--- src/rtl/bsa_pkg.sv ---
`timescale 1ns / 1ps
// ----------------------------------------------------------------------------
// bsa_pkg
// shared constants and types of the ascending block sorter
// ----------------------------------------------------------------------------
package bsa_pkg;

	localparam int DEPTH_DEF     = 64;
	localparam int KEY_WIDTH_DEF = 32;
	localparam int IO_WIDTH      = 32;

	typedef enum logic {
		ST_FILL,
		ST_DRAIN
	} state_t;

	// per-cycle command broadcast to every cell
	typedef struct packed {
		logic ins;
		logic pop;
	} cell_ctrl_t;

endpackage

--- src/rtl/bsa_cell.sv ---
`timescale 1ns / 1ps
// ----------------------------------------------------------------------------
// bsa_cell
// one slot of the insertion chain: holds a key, takes an insert or a shift
// ----------------------------------------------------------------------------
module bsa_cell #(
	parameter int KEY_WIDTH = bsa_pkg::KEY_WIDTH_DEF
) (
	input  logic                        clk,
	input  logic                        arst_n,
	input  bsa_pkg::cell_ctrl_t         ctrl,
	input  logic signed [KEY_WIDTH-1:0] new_key,
	input  logic                        prev_fits,
	input  logic                        prev_valid,
	input  logic signed [KEY_WIDTH-1:0] prev_key,
	input  logic                        next_valid,
	input  logic signed [KEY_WIDTH-1:0] next_key,
	output logic                        fits,
	output logic                        valid,
	output logic signed [KEY_WIDTH-1:0] key
);

	logic                        valid_q;
	logic signed [KEY_WIDTH-1:0] key_q;

	// new key belongs in front of this slot
	assign fits  = !valid_q || (new_key < key_q);
	assign valid = valid_q;
	assign key   = key_q;

	always_ff @(posedge clk or negedge arst_n) begin
		if (!arst_n) begin
			valid_q <= 1'b0;
		end else if (ctrl.ins && fits) begin
			valid_q <= prev_fits ? prev_valid : 1'b1;
		end else if (ctrl.pop) begin
			valid_q <= next_valid;
		end
	end

	always_ff @(posedge clk) begin
		if (ctrl.ins && fits) begin
			key_q <= prev_fits ? prev_key : new_key;
		end else if (ctrl.pop) begin
			key_q <= next_key;
		end
	end

endmodule

--- config.mk ---
export PLATFORM = sky130hd
export DESIGN_NAME = bsa_cell
export DESIGN_NICKNAME = d
export VERILOG_FILES = /design/src/rtl/bsa_pkg.sv /design/src/rtl/bsa_cell.sv
export SDC_FILE = /design/constraint.sdc
export NUM_CORES = 1
export LEC_CHECK = 0
export ABC_AREA = 1
export BUFFER_PORTS_ARGS = -buffer_cell sky130_fd_sc_hd__buf_4
export CAP_MARGIN = 40
export CORE_UTILIZATION = 46
export CTS_CLUSTER_DIAMETER = 120
export DETAILED_ROUTE_END_ITERATION = 10
export GPL_TIMING_DRIVEN = 0
export PLACE_DENSITY_LB_ADDON = 0.12
export REMOVE_ABC_BUFFERS = 1
export SYNTH_ARGS = -nofsm -noshare
export SYNTH_HDL_FRONTEND = slang
export SYNTH_SLANG_ARGS = --single-unit
--- constraint.sdc ---
create_clock -name clk -period 3.1 [get_ports clk]
set_input_delay 0.775 -clock clk [delete_from_list [all_inputs] [get_ports clk]]
set_output_delay 0.775 -clock clk [all_outputs]
set_load 0.1 [all_outputs]
==> metrics.cfg <==
[sta]
finalSetupViolations = 0
rsz0062_at_grt = false
fin_skew_ps = 6.26
whs_ps = 251
worstMarginPinSlew_ps = 576
fin_crit_ps = 2970
post-route-period-util_pct = 96.0
maxSlewViolCount = 0
setup-tns-final_ps = 0
fmax_mhz = 336
relSlewSlack_pct = 61.6
hold_viol = 0

[logic_synthesis]
yosys.area_share.adder_pct = 14.4
synthesis.area_sq_um = 2700
synthTopCellsByArea = edfxtp_1 (36%), ha_1 (14%), mux2i_1 (11%)
synthFlopType = edfxtp_1
synth_mux_area_share_pct = 11.5
synth.ff_latch_count = 33
yosysWarnings = 0
synth_top_family_by_area = compound AO/OA/AOI/OAI gates
synth_edf_count = 32
synthCells = 285
synth_seq_area_share_pct = 36.5
synth_top_area_share_pct = 35.6
synth_compound_area_share_pct = 14.4
synth_area_per_cell_sq_um = 9.47
async_reset_ff_share_pct = 3.03
synth_xor_area_share_pct = 0
yosys.area_share.simple_pct = 13.3
synthTopCellsByCount = nand2_1 (58), inv_1 (43), edfxtp_1 (32)
ys_types = 28
yosys.area.top_type = edfxtp_1
yosysMostFrequentCell = nand2_1

[layout]
stdcell_area_sq_um = 3900
fin_nets = 552
area_delta_synth_final_pct = 44.5
antenna_cells = 0
num-fill-cells = 479
layout-drive-gt1-share_pct = 46.3

[cts]
cts_buffers = 5
cts_htree_levels = 2
clock_sinks = 33
holdBufCountCts = 0
clock_latency_ps = 290
clockBufferDepth = 2
root_buffer = clkbuf_8
cts_tree = done
path_clk_slew_ps = 70

[worst_setup_path]
endpoint_kind = output pin
crit_family = simple AND/OR/NAND/NOR gates
crit_buf_inv = 2
critPathLaunchType = input pin
crit_fanout = 3
slowest_stage = ha_1
r2r-start = key[9]$_DFFE_PP_
arrival_ps = 2200
slowest_delay_ps = 300
crit_chain = buf_4, ha_1, a21oi_1, o21ai_0, a21oi_2, nand2_1, nand2_1, nand3_1, nand3_4, buf_12
crit_top_cell = nand2_1
critPathRequiredTime_ps = 2320
crit_start = new_key[9]
path_class = input pin to output pin

[drt]
dr_total_vias = 2407
antenna_left = 0
drt_iter0_markers = 56
routed_wl_mm = 6.49
vias_per_cell = 4.90
drcViolationCount = 0
wl_per_cell_um = 13.2
dr.pass1.iters = 4

[floorplanning]
dieArea_sq_um = 6180
die_w_um = 78.6
rows = 27
coreArea_sq_um = 5570
pin_count = 137
die_h_um = 78.6
initial_core_util_pct = 48.4

[place]
routabilityCongestion = 0.754
io_buffers = 136
post_dp_cell_area_sq_um = 3730
place_hpwl_mm = 4.93

[global_routing]
grt_overflow_total = 0
antenna_found_initial = 0
grt_start_max_net_pins = 47
grt_pass1_vias = 2412
grt_first_pass_wirelength_mm = 10.2
grtUsageTotal_pct = 21.0

[flow_run]
max_cap_viol_count = 0

[power]
p_per_area_nw_per_um2 = 739
total_leakage_power_nw = 2.03
ir_worst_vdd_v = 0.000505
power.total_mw = 2.88

[worst_hold_path]
hp-class = input pin to asynchronous set/reset pin

[status]
status = finished, final reports clean

## through the flow
step / cells / utilization [%] / worst slack, ps
final: 491 / 70.0 / 125
after global routing: 491 / 70.0 / 19.1
after CTS: 491 / 68.4 / 10.6
after detailed placement: 483 / 66.9 / -250
after global placement: 482 / 66.5 / -1350
after floorplan: 274 / - / -1370
## power breakdown
group          leakage (nW)  internal (mW)  switching (mW)
Clock                0.0450          0.156           0.172
Sequential            0.338          0.650          0.0592
Combinational          1.64          0.496            1.35
## cell usage in the layout, fill, tap and decap left out
| master | n |
|---|---|
| inv_1 | 43 |
| o21ai_2 | 28 |
| nand2_2 | 7 |
| a21oi_1 | 11 |
| dfrtp_1 | 1 |
| nand3_4 | 1 |
| a21oi_2 | 5 |
| mux2i_1 | 31 |
| nand4_2 | 1 |
| clkbuf_1 | 1 |
| ha_4 | 3 |
| clkinv_2 | 2 |
| nor2_1 | 6 |
| edfxtp_1 | 32 |
| nand2_4 | 2 |
| buf_4 | 135 |
| o21a_1 | 1 |
| ha_1 | 28 |
| o211ai_1 | 1 |
| o21ai_1 | 4 |
| nand3_1 | 3 |
| nand3_2 | 1 |
| clkbuf_8 | 5 |
| nand4_1 | 2 |
| o21ai_0 | 5 |
| nor3_2 | 2 |
| buf_12 | 2 |
| nand2_1 | 56 |
## routing by layer
| metal | vias to the layer above | GRT usage, % | share of wire, % |
|---|---|---|---|
| met1 | 1085 | 24.1 | 42 |
| met3 | 7 | 5.35 | 6.5 |
| li1 | 1235 | - | - |
| met5 | - | 0 | 0 |
| met4 | 0 | 5.19 | 1.0 |
| met2 | 80 | 38.5 | 50 |
## state kept, by name, indices dropped and copies added, names as in the netlist
signal,cells
key,32
valid,1
## final timing paths
| check | endpoint | slack, ps | depth (start not counted) |
|---|---|---|---|
| setup reg to reg | key[2]$_DFFE_PP_ | 550 | 11 |
| hold reg to reg | valid$_DFFE_PN0P_ | 620 | 2 |
| max in group asynchronous | valid$_DFFE_PN0P_ | 2770 | 1 |
| setup / recovery | fits | 130 | 10 |
| hold / removal | valid$_DFFE_PN0P_ | 250 | 1 |
| min in group clk | valid$_DFFE_PN0P_ | 620 | 2 |
## cell families (layout without fill, tap and decap cells)
| kind of cell | count (synthesis) | after routing |
|---|---|---|
| muxes | 31 | 31 |
| adders and majority gates | 31 | 31 |
| buffers and inverters | 54 | 188 |
| DFF | 33 | 33 |
| and+or+nand+nor | 81 | 81 |
| AOI/OAI and AO/OA | 55 | 55 |
## cell type report
class,count,area (sq um),share of cell area [%]
Tap cell,72,90.1,2.31
Timing Repair Buffer,137,1050,27.0
Multi-Input combinational cell,198,1530,39.1
Clock buffer,6,72.6,1.86
Inverter,43,161,4.14
Sequential cell,33,986,25.3
Clock inverter,2,10.0,0.257
## what timing repair did
action	CTS	global route
gates resized for setup	0	15
endpoints found under the setup margin	0	33
buffers inserted	0	0
Note: power is estimated with default switching activity, not from simulation.
